File: config.mk
export PLATFORM = sky130hd
export DESIGN_NAME = captive_dns_response_builder
export DESIGN_NICKNAME = d
export VERILOG_FILES = /design/src/rtl/core/cdrb_pkg.sv /design/src/rtl/core/cdrb_front.sv /design/src/rtl/core/cdrb_cmd_fifo.sv /design/src/rtl/core/cdrb_back.sv /design/src/rtl/core/captive_dns_response_builder.sv
export SDC_FILE = /design/constraint.sdc
export NUM_CORES = 1
export LEC_CHECK = 0
export BUFFER_PORTS_ARGS = -buffer_cell sky130_fd_sc_hd__buf_2
export CORE_MARGIN = 3
export CORE_UTILIZATION = 60
export CTS_CLUSTER_SIZE = 14
export DETAILED_ROUTE_END_ITERATION = 10
export PLACE_DENSITY = 0.76
export SLEW_MARGIN = 40
export SYNTH_ARGS = -nofsm -noshare
export SYNTH_HDL_FRONTEND = slang
export SYNTH_HIERARCHICAL = 1
export SYNTH_SLANG_ARGS = --single-unit
File: constraint.sdc
create_clock -name clock -period 3.9 [get_ports clock]
set_input_delay 0.78 -clock clock [delete_from_list [all_inputs] [get_ports clock]]
set_output_delay 0.78 -clock clock [all_outputs]
set_load 0.02 [all_outputs]
File: src/rtl/core/cdrb_pkg.sv
// Shared types, constants and byte tables for the captive DNS response builder.
package cdrb_pkg;

   localparam int MAX_PACKET = 512;
   localparam int POS_W = $clog2(MAX_PACKET + 1);
   localparam int ANSWER_LEN = 16;
   localparam int ANS_IDX_W = $clog2(ANSWER_LEN);
   localparam int ADDR_W = 32;
   localparam int CMD_DEPTH = 4;
   localparam int CMD_PTR_W = $clog2(CMD_DEPTH);
   localparam int CMD_CNT_W = $clog2(CMD_DEPTH + 1);

   localparam logic [7:0] FLAGS_HI = 8'h84;
   localparam logic [7:0] FLAGS_LO = 8'h80;
   localparam logic [7:0] COMPRESS_MASK = 8'hC0;
   localparam logic [7:0] NAME_PTR_HI = 8'hC0;
   localparam logic [7:0] NAME_PTR_LO = 8'h0C;
   localparam logic [7:0] RDLENGTH_LO = 8'h04;
   localparam logic [ADDR_W-1:0] ADDR_RESET = 32'hC0A8_0401;

   typedef struct packed {
      logic [7:0] query_byte;
      logic       query_last;
   } query_type;

   typedef struct packed {
      logic [7:0] reply_byte;
      logic       reply_last;
      logic       reply_drop;
   } reply_type;

   typedef enum logic [1:0] {
      TERM_NONE   = 2'd0,
      TERM_ANSWER = 2'd1,
      TERM_DROP   = 2'd2
   } term_type;

   // At most one command per request: an optional echoed byte, then an optional ending.
   typedef struct packed {
      logic       echo_valid;
      logic [7:0] echo_byte;
      term_type   term;
   } cmd_type;

   typedef struct packed {
      logic full;
      logic valid;
   } cmdq_status_type;

   // Header rewrite: flags become 0x84,0x80, the question count is echoed and the other counts become 1/0/0.
   function automatic logic [7:0] header_byte(input logic [3:0] pos, input logic [7:0] b);
      logic [7:0] r;
      unique case (pos)
         4'd2:    r = FLAGS_HI;
         4'd3:    r = FLAGS_LO;
         4'd7:    r = 8'h01;
         4'd0, 4'd1, 4'd4, 4'd5: r = b;
         default: r = 8'h00;
      endcase
      return r;
   endfunction

   // Bytes of the appended A record.
   function automatic logic [7:0] answer_byte(input logic [ANS_IDX_W-1:0] idx,
                                              input logic [ADDR_W-1:0] addr);
      logic [7:0] r;
      unique case (idx)
         4'd0:    r = NAME_PTR_HI;
         4'd1:    r = NAME_PTR_LO;
         4'd3:    r = 8'h01;
         4'd5:    r = 8'h01;
         4'd11:   r = RDLENGTH_LO;
         4'd12:   r = addr[31:24];
         4'd13:   r = addr[23:16];
         4'd14:   r = addr[15:8];
         4'd15:   r = addr[7:0];
         default: r = 8'h00;
      endcase
      return r;
   endfunction

endpackage

File: src/rtl/core/cdrb_front.sv
// Query parser: walks header and question, and emits at most one command per request.
module cdrb_front import cdrb_pkg::*; (
   input  logic      clock,
   input  logic      reset,
   input  logic      accept,
   input  query_type query,
   output logic      cmd_push,
   output cmd_type   cmd
);

   typedef enum logic [4:0] {
      PH_HEADER = 5'b00001,
      PH_LEN    = 5'b00010,
      PH_BODY   = 5'b00100,
      PH_TC     = 5'b01000,
      PH_TRAIL  = 5'b10000
   } phase_type;

   logic [POS_W-1:0] pos_ff, pos_in;
   phase_type        phase_ff, phase_in;
   logic [5:0]       label_ff, label_in;
   logic [2:0]       tc_ff, tc_in;
   logic             mal_ff, mal_in;

   logic [5:0]       label_dec;
   logic [2:0]       tc_next;
   logic [POS_W:0]   end_pos;
   logic             room_bad;
   logic [7:0]       b;

   assign b = query.query_byte;
   assign label_dec = (label_ff != 6'd0) ? label_ff - 6'd1 : 6'd0;
   assign tc_next = tc_ff + 3'd1;
   assign end_pos = {1'b0, pos_ff} + (POS_W + 1)'(ANSWER_LEN + 1);
   assign room_bad = end_pos > (POS_W + 1)'(MAX_PACKET);

   always_comb begin
      pos_in = pos_ff;
      phase_in = phase_ff;
      label_in = label_ff;
      tc_in = tc_ff;
      mal_in = mal_ff;
      cmd.echo_valid = 1'b0;
      cmd.echo_byte = b;
      cmd.term = TERM_NONE;
      if (!mal_ff) begin
         if (pos_ff >= POS_W'(MAX_PACKET)) begin
            mal_in = 1'b1;
         end else begin
            unique case (phase_ff)
               PH_HEADER: begin
                  cmd.echo_valid = 1'b1;
                  cmd.echo_byte = header_byte(pos_ff[3:0], b);
                  if (pos_ff == POS_W'(11)) phase_in = PH_LEN;
               end
               PH_LEN: begin
                  if (b == 8'h00) begin
                     cmd.echo_valid = 1'b1;
                     tc_in = 3'd0;
                     phase_in = PH_TC;
                  end else if ((b & COMPRESS_MASK) != 8'h00) begin
                     mal_in = 1'b1;
                  end else begin
                     cmd.echo_valid = 1'b1;
                     label_in = b[5:0];
                     phase_in = PH_BODY;
                  end
               end
               PH_BODY: begin
                  cmd.echo_valid = 1'b1;
                  label_in = label_dec;
                  if (label_dec == 6'd0) phase_in = PH_LEN;
               end
               PH_TC: begin
                  tc_in = tc_next;
                  if (tc_next >= 3'd4) begin
                     // The last class byte must leave room for the answer record.
                     if (room_bad) begin
                        mal_in = 1'b1;
                     end else begin
                        cmd.echo_valid = 1'b1;
                        phase_in = PH_TRAIL;
                     end
                  end else begin
                     cmd.echo_valid = 1'b1;
                  end
               end
               PH_TRAIL: begin
               end
               default: begin
               end
            endcase
            pos_in = pos_ff + POS_W'(1);
         end
      end
      if (query.query_last) begin
         cmd.term = (!mal_in && phase_in == PH_TRAIL) ? TERM_ANSWER : TERM_DROP;
         pos_in = '0;
         phase_in = PH_HEADER;
         label_in = 6'd0;
         tc_in = 3'd0;
         mal_in = 1'b0;
      end
   end

   assign cmd_push = accept && (cmd.echo_valid || query.query_last);

   always_ff @(posedge clock) begin
      if (reset) begin
         pos_ff <= '0;
         phase_ff <= PH_HEADER;
         label_ff <= 6'd0;
         tc_ff <= 3'd0;
         mal_ff <= 1'b0;
      end else if (accept) begin
         pos_ff <= pos_in;
         phase_ff <= phase_in;
         label_ff <= label_in;
         tc_ff <= tc_in;
         mal_ff <= mal_in;
      end
   end

endmodule

File: src/rtl/core/cdrb_cmd_fifo.sv
// Short command queue between the parser and the reply emitter.
module cdrb_cmd_fifo import cdrb_pkg::*; (
   input  logic            clock,
   input  logic            reset,
   input  logic            push,
   input  cmd_type         push_cmd,
   input  logic            pop,
   output cmd_type         head_cmd,
   output cmdq_status_type status
);

   cmd_type              mem_ff [CMD_DEPTH];
   logic [CMD_PTR_W-1:0] wr_ptr_ff, wr_ptr_in;
   logic [CMD_PTR_W-1:0] rd_ptr_ff, rd_ptr_in;
   logic [CMD_CNT_W-1:0] count_ff, count_in;

   always_comb begin
      wr_ptr_in = push ? wr_ptr_ff + CMD_PTR_W'(1) : wr_ptr_ff;
      rd_ptr_in = pop ? rd_ptr_ff + CMD_PTR_W'(1) : rd_ptr_ff;
      count_in = count_ff + CMD_CNT_W'(push) - CMD_CNT_W'(pop);
   end

   assign head_cmd = mem_ff[rd_ptr_ff];
   assign status.full = count_ff == CMD_CNT_W'(CMD_DEPTH);
   assign status.valid = count_ff != '0;

   always_ff @(posedge clock) begin
      if (push) mem_ff[wr_ptr_ff] <= push_cmd;
   end

   always_ff @(posedge clock) begin
      if (reset) begin
         wr_ptr_ff <= '0;
         rd_ptr_ff <= '0;
         count_ff <= '0;
      end else begin
         wr_ptr_ff <= wr_ptr_in;
         rd_ptr_ff <= rd_ptr_in;
         count_ff <= count_in;
      end
   end

endmodule

File: src/rtl/core/cdrb_back.sv
// Reply emitter: plays out commands as reply items through an output register.
module cdrb_back import cdrb_pkg::*; (
   input  logic              clock,
   input  logic              reset,
   input  logic              head_valid,
   input  cmd_type           head_cmd,
   input  logic [ADDR_W-1:0] answer_address,
   input  logic              rsp_pop,
   output logic              cmd_pop,
   output logic              rsp_valid,
   output reply_type         rsp_item
);

   typedef enum logic [1:0] {
      B_ECHO = 2'b01,
      B_TERM = 2'b10
   } back_state_type;

   back_state_type       state_ff, state_in;
   logic [ANS_IDX_W-1:0] idx_ff, idx_in;
   logic                 out_valid_ff, out_valid_in;
   reply_type            out_item_ff;
   reply_type            item;
   logic                 emit;
   logic                 out_free;
   logic                 idx_end;

   assign out_free = !out_valid_ff || rsp_pop;
   assign idx_end = idx_ff == ANS_IDX_W'(ANSWER_LEN - 1);

   always_comb begin
      state_in = state_ff;
      idx_in = idx_ff;
      emit = 1'b0;
      cmd_pop = 1'b0;
      item = '0;
      unique case (state_ff)
         B_ECHO: begin
            // A command with no echoed byte moves on without using the output.
            if (head_valid && (out_free || !head_cmd.echo_valid)) begin
               if (head_cmd.echo_valid) begin
                  emit = 1'b1;
                  item.reply_byte = head_cmd.echo_byte;
               end
               if (head_cmd.term == TERM_NONE) begin
                  cmd_pop = 1'b1;
               end else begin
                  state_in = B_TERM;
                  idx_in = '0;
               end
            end
         end
         B_TERM: begin
            if (head_valid && out_free) begin
               emit = 1'b1;
               case (head_cmd.term)
                  TERM_ANSWER: begin
                     item.reply_byte = answer_byte(idx_ff, answer_address);
                     item.reply_last = idx_end;
                     if (idx_end) begin
                        cmd_pop = 1'b1;
                        state_in = B_ECHO;
                     end else begin
                        idx_in = idx_ff + ANS_IDX_W'(1);
                     end
                  end
                  default: begin
                     item.reply_last = 1'b1;
                     item.reply_drop = 1'b1;
                     cmd_pop = 1'b1;
                     state_in = B_ECHO;
                  end
               endcase
            end
         end
         default: begin
            state_in = B_ECHO;
         end
      endcase
      out_valid_in = emit ? 1'b1 : (rsp_pop ? 1'b0 : out_valid_ff);
   end

   assign rsp_valid = out_valid_ff;
   assign rsp_item = out_item_ff;

   always_ff @(posedge clock) begin
      if (emit) out_item_ff <= item;
   end

   always_ff @(posedge clock) begin
      if (reset) begin
         state_ff <= B_ECHO;
         idx_ff <= '0;
         out_valid_ff <= 1'b0;
      end else begin
         state_ff <= state_in;
         idx_ff <= idx_in;
         out_valid_ff <= out_valid_in;
      end
   end

endmodule

File: src/rtl/core/captive_dns_response_builder.sv
// Top level of the captive DNS response builder.
// The block takes a DNS query one byte per request and streams the reply:
// the rewritten header and the echoed question come out at one byte per
// cycle while the emitter is not busy with an answer and the output is
// not waiting for rsp_pop, each byte passing through the command queue
// and the output register; bytes after the question produce nothing. The
// final byte of a well-formed query adds a 16-byte A record pointing at
// answer_address; a malformed query ends in one item with reply_drop set.
// A four-entry command queue sits between the parser and the emitter, so
// requests keep flowing during an answer until the queue fills. The
// configuration register has no wait states (csr_ready is always high).
module captive_dns_response_builder import cdrb_pkg::*; (
   input  logic              clock,
   input  logic              reset,
   input  logic              req_push,
   output logic              req_full,
   input  query_type         req_data,
   output logic              rsp_empty,
   input  logic              rsp_pop,
   output reply_type         rsp_data,
   input  logic              csr_valid,
   output logic              csr_ready,
   input  logic [ADDR_W-1:0] csr_data
);

   logic [ADDR_W-1:0] addr_ff;
   logic              accept;
   logic              cmd_push;
   logic              cmd_pop;
   cmd_type           front_cmd;
   cmd_type           head_cmd;
   cmdq_status_type   q_status;
   logic              rsp_valid;

   assign csr_ready = 1'b1;
   assign req_full = q_status.full;
   assign accept = req_push && !q_status.full;
   assign rsp_empty = !rsp_valid;

   always_ff @(posedge clock) begin
      if (reset) begin
         addr_ff <= ADDR_RESET;
      end else if (csr_valid) begin
         addr_ff <= csr_data;
      end
   end

   cdrb_front u_front (
      .clock    (clock),
      .reset    (reset),
      .accept   (accept),
      .query    (req_data),
      .cmd_push (cmd_push),
      .cmd      (front_cmd)
   );

   cdrb_cmd_fifo u_cmd_fifo (
      .clock    (clock),
      .reset    (reset),
      .push     (cmd_push),
      .push_cmd (front_cmd),
      .pop      (cmd_pop),
      .head_cmd (head_cmd),
      .status   (q_status)
   );

   cdrb_back u_back (
      .clock          (clock),
      .reset          (reset),
      .head_valid     (q_status.valid),
      .head_cmd       (head_cmd),
      .answer_address (addr_ff),
      .rsp_pop        (rsp_pop),
      .cmd_pop        (cmd_pop),
      .rsp_valid      (rsp_valid),
      .rsp_item       (rsp_data)
   );

endmodule

==> run summary <==
======================================================================================
Final number of setup-violating endpoints ...............................            0
Number of remaining DRC errors ..........................................            0
Pin count of the biggest net entering global routing ....................           40
Total of max-cap violations .............................................            0
Total negative slack for setup checks ...................................         0 ps
Clock tree from TritonCTS ...............................................          yes
Prevailing post-synth register cell ..................................... sky130_fd_sc_hd__dfxtp_1
Gate count of the mapped netlist ........................................          601
Critical path fanouts, max ..............................................           11
Detailed Route WL .......................................................     14.53 mm
Vias in the first global route ..........................................         4713
Leak pwr ................................................................     2.852 nW
Internal power summed over all cells ....................................     2.878 mW
Switching power .........................................................     1.252 mW
Post-CTS Setup Bufs .....................................................            0
Number of placed cells counting well taps ...............................          771
Flip-flop and latch count after synthesis ...............................          127
Worst-margin pin slew ...................................................     663.5 ps
Buffer cell driving the clock tree root ................................. sky130_fd_sc_hd__clkbuf_8
Antenna violations before repair ........................................            0
Category of the critical setup timing path ..............................   reg -> reg
Slowest CP cell ......................................................... sky130_fd_sc_hd__or4b_2
Commonest cells after routing, fill and taps aside ...................... sky130_fd_sc_hd__nor2_1 (80), sky130_fd_sc_hd__dfxtp_1 (73), sky130_fd_sc_hd__buf_2 (56), sky130_fd_sc_hd__edfxtp_1 (54), sky130_fd_sc_hd__nand2_1 (36)
Count of flip-flops with a built-in enable after synthesis ..............           54
Fin worst setup slack ...................................................     369.1 ps
Delay of the slowest cell on the worst path .............................       620 ps
Worst IR drop on VDD ....................................................    0.4181 mV
Ordered list of cells on the worst path ................................. ha_1 > or4b_2 > o22ai_1 > a31oi_1 > nand3_1 > o21bai_1 > a21boi_0 > o21a_1 > and2_1
Chip width ..............................................................     109.7 um
R2r worst-path depth ....................................................            9
Endpoint class of the critical path .....................................    flip-flop
Portion of total power attributed to the clock network ..................        36.1%
Layout Area Growth over Synthesis .......................................       12.91%
Worst path required time ................................................      4050 ps
Number of non-filler instances in the completed layout ..................          803
Total number of nets in the final design ................................          720
PortBufs ................................................................           57
Hold Crit Start ......................................................... u_front/tc_ff[1]
Post-Syn Area per Cell ..................................................   10.73 um^2
Cts repair resizes ......................................................            0
Warning count from the yosys run ........................................            6
Path class of the lowest-slack min-delay path ...........................   reg -> reg
Overall overflow remaining after global route ...........................            0
Global-route wire length before repair ..................................     22.96 mm
Power density over the cells ............................................ 567.5 mW/mm^2
CTS Buffer Depth ........................................................            2
Setup crit start kind ...................................................    flip-flop
Top post-synthesis cells by area ........................................ sky130_fd_sc_hd__edfxtp_1 (25%), sky130_fd_sc_hd__dfxtp_1 (23%), sky130_fd_sc_hd__mux2i_1 (4.7%)
Gr usage total ..........................................................       25.11%
CTS H-tree lvls .........................................................            4
Post-route clock period utilization .....................................       90.54%
Number of vias per cell after detailed routing ..........................        6.044
Number of iterations in the first detailed-routing pass .................            5
Number of distinct standard cells referenced by the synthesized netlist .           83
Share of synthesized area occupied by flip-flops and latches ............       47.83%
Min-Delay Path Depth ....................................................            2
Switching portion of total power ........................................       30.31%
Worst endpoint data arrival time ........................................      3680 ps
Vias post-DR ............................................................         4853
Relative contribution of sequential cells to total power ................        39.9%
RSZ-0062 raised after global routing ....................................           no
Post-Place Setup Slack ..................................................     455.0 ps
Worst reg2reg path endpoint ............................................. u_cmd_fifo/mem_ff[2][9]
Flop-to-flop setup slack ................................................       370 ps
Part of the total power dissipated in combinational logic ...............        24.0%
Post-detail-place hpwl ..................................................     10.10 mm
Number of diodes ........................................................            0
Die Footprint ........................................................... 0.01202 mm^2
Final Hold Viols ........................................................            0
Startpoint of the worst register-to-register path ....................... u_front/pos_ff[1]
Iter 0 DRT Violations ...................................................          397
Setup Skew ..............................................................     5.907 ps
Synth Net Count .........................................................          667
Run status ..............................................................    completed
End of the worst hold path .............................................. u_front/tc_ff[1]
Fmax ....................................................................   0.2832 GHz
Initial Util ............................................................       62.16%
Shortest clock period the worst path allows after layout ................      3531 ps
Average wire per standard cell ..........................................     18.09 um
Cell taking the most area after synthesis ............................... sky130_fd_sc_hd__edfxtp_1
Row count ...............................................................           37
Boundary pin count ......................................................           59
Area share of the leading cell type in the synthesized netlist ..........       25.16%
Clock network latency to the later pin of the worst-skew pair ...........       520 ps
Clock transition at path regs ...........................................        60 ps
Weighted congestion at the end of routability-driven global placement ...       0.9108
Floorplan die height ....................................................     109.7 um
Total of hold buffers inserted after clock tree synthesis ...............            0
Area of the core region ................................................. 0.01037 mm^2
Clk sinks ...............................................................          127
Rel. slew slack .........................................................       55.19%
Share of flip-flops with an asynchronous set or reset after synthesis ...           0%
Max Slew Vio Count ......................................................            0
Mapped Area ............................................................. 0.006446 mm^2
Antenna violation net count after detailed routing ......................            0
Fraction of final layout cells sized beyond drive strength 1 ............       19.49%
Leading cell type in the layout, fill and taps excluded ................. sky130_fd_sc_hd__nor2_1
Number of buffers inserted during clock tree synthesis ..................           17
======================================================================================
-- per-layer routing --
metal	wire [um]	up-vias	share of wire, %	global-route usage [%]
met5	0	-	0	0
met4	532	0	3.7	12.47
met3	755	38	5.2	6.400
met2	7327	154	50	42.50
met1	5912	2343	41	29.65
li1	-	2318	-	-
-- power groups by stage --
stage | Combinational (mW) | Sequential, mW | Clock (mW)
after floorplan | 0.691 | 1.71 | 0
after global placement | 0.944 | 1.67 | 0
after detailed placement | 0.972 | 1.68 | 0
after CTS | 0.982 | 1.65 | 1.51
after global routing | 1.08 | 1.66 | 1.58
final | 0.992 | 1.65 | 1.49
-- synthesized netlist by cell type, drive strengths merged, types with 3 or more instances --
cell type and n:
nor2 82, and3 10, o21ai 18, ha 19
nand4 5, nor3 10, o211a 3, nor2b 18
buf 19, a21oi 34, or4b 4, inv 22
edfxtp 54, nor4 5, or4 3, and2 6
a22oi 21, nand3 11, a22o 3, or3 5
xnor2 6, clkbuf 10, a211o 8, xor2 5
a211oi 10, nand3b 4, mux4 11, and2b 3
o21a 4, dfxtp 73, a21boi 3, nand2 36
nand2b 6, o31ai 4, a21o 4, mux2i 30
-- sequential cells by signal (all words and copies together), names as in the netlist, named ones only --
name and count:
u_front/label_ff 6, u_front/tc_ff 3, u_front/mal_ff 1, u_cmd_fifo/wr_ptr_ff 2, u_back/state_ff 2, u_back/idx_ff 4, u_back/rsp_item 10, u_back/rsp_valid 1
u_cmd_fifo/count_ff 3, u_front/pos_ff 10, u_front/phase_ff 5, addr_ff 32, u_cmd_fifo/mem_ff 44, u_cmd_fifo/rd_ptr_ff 2
-- how the worst max path moves through the flow --
stage / start / to / slack, ps / cells after the start
floorplan: flip-flop / u_cmd_fifo/count_ff[2] / 800 / 12
global placement: u_front/pos_ff[1] / u_cmd_fifo/mem_ff[1][5] / 540 / 9
detailed placement: u_front/pos_ff[1] / u_cmd_fifo/count_ff[2] / 450 / 12
CTS: u_front/pos_ff[1] / u_cmd_fifo/count_ff[2] / 440 / 12
global route: u_front/pos_ff[1] / u_cmd_fifo/count_ff[2] / 130 / 12
finish: u_front/pos_ff[1] / u_cmd_fifo/mem_ff[2][9] / 370 / 9
-- cells by family (layout without fill, tap and decap cells) --
group           Yosys count  after routing  share of synthesized area, %
buf+inv                  51            117                         4.950
fa+ha+maj                20             20                         3.998
flops                   127            127                         47.83
xor+xnor                 12             12                         1.863
compound gates          132            132                         15.14
other cells               1              1                       0.05817
mux                      41             41                         8.560
simple gates            217            217                         17.60
-- metrics by stage --
step,cell area (um^2),power [mW],util (%),hold WS [ps]
6_report,7278,4.130,70.19,457.9
5_1_grt,7278,4.324,70.19,452.8
4_1_cts,7274,4.147,70.15,440.1
3_5_place_dp,6713,2.648,64.73,454.4
3_3_place_gp,6710,2.611,64.71,444.7
2_1_floorplan,6446,2.400,-,435.6
-- cell type report --
class,count,area [um^2]
clock buffers,19,421.7
clock inverters,13,140.1
fillers,753,3092
inverters,22,82.58
multi-input cells,423,3048
flip-flops and latches,127,3083
well taps,136,170.2
repair buffers,63,332.8
-- critical path, delay by kind of cell (launching register included) --
kind                       cells  cell delay, ps
AOI/OAI and AO/OA              5            1160
DFF                            1             370
and+or+nand+nor                3            1350
adders and majority gates      1             270
No activity file was read; power rests on OpenSTA's default activity.
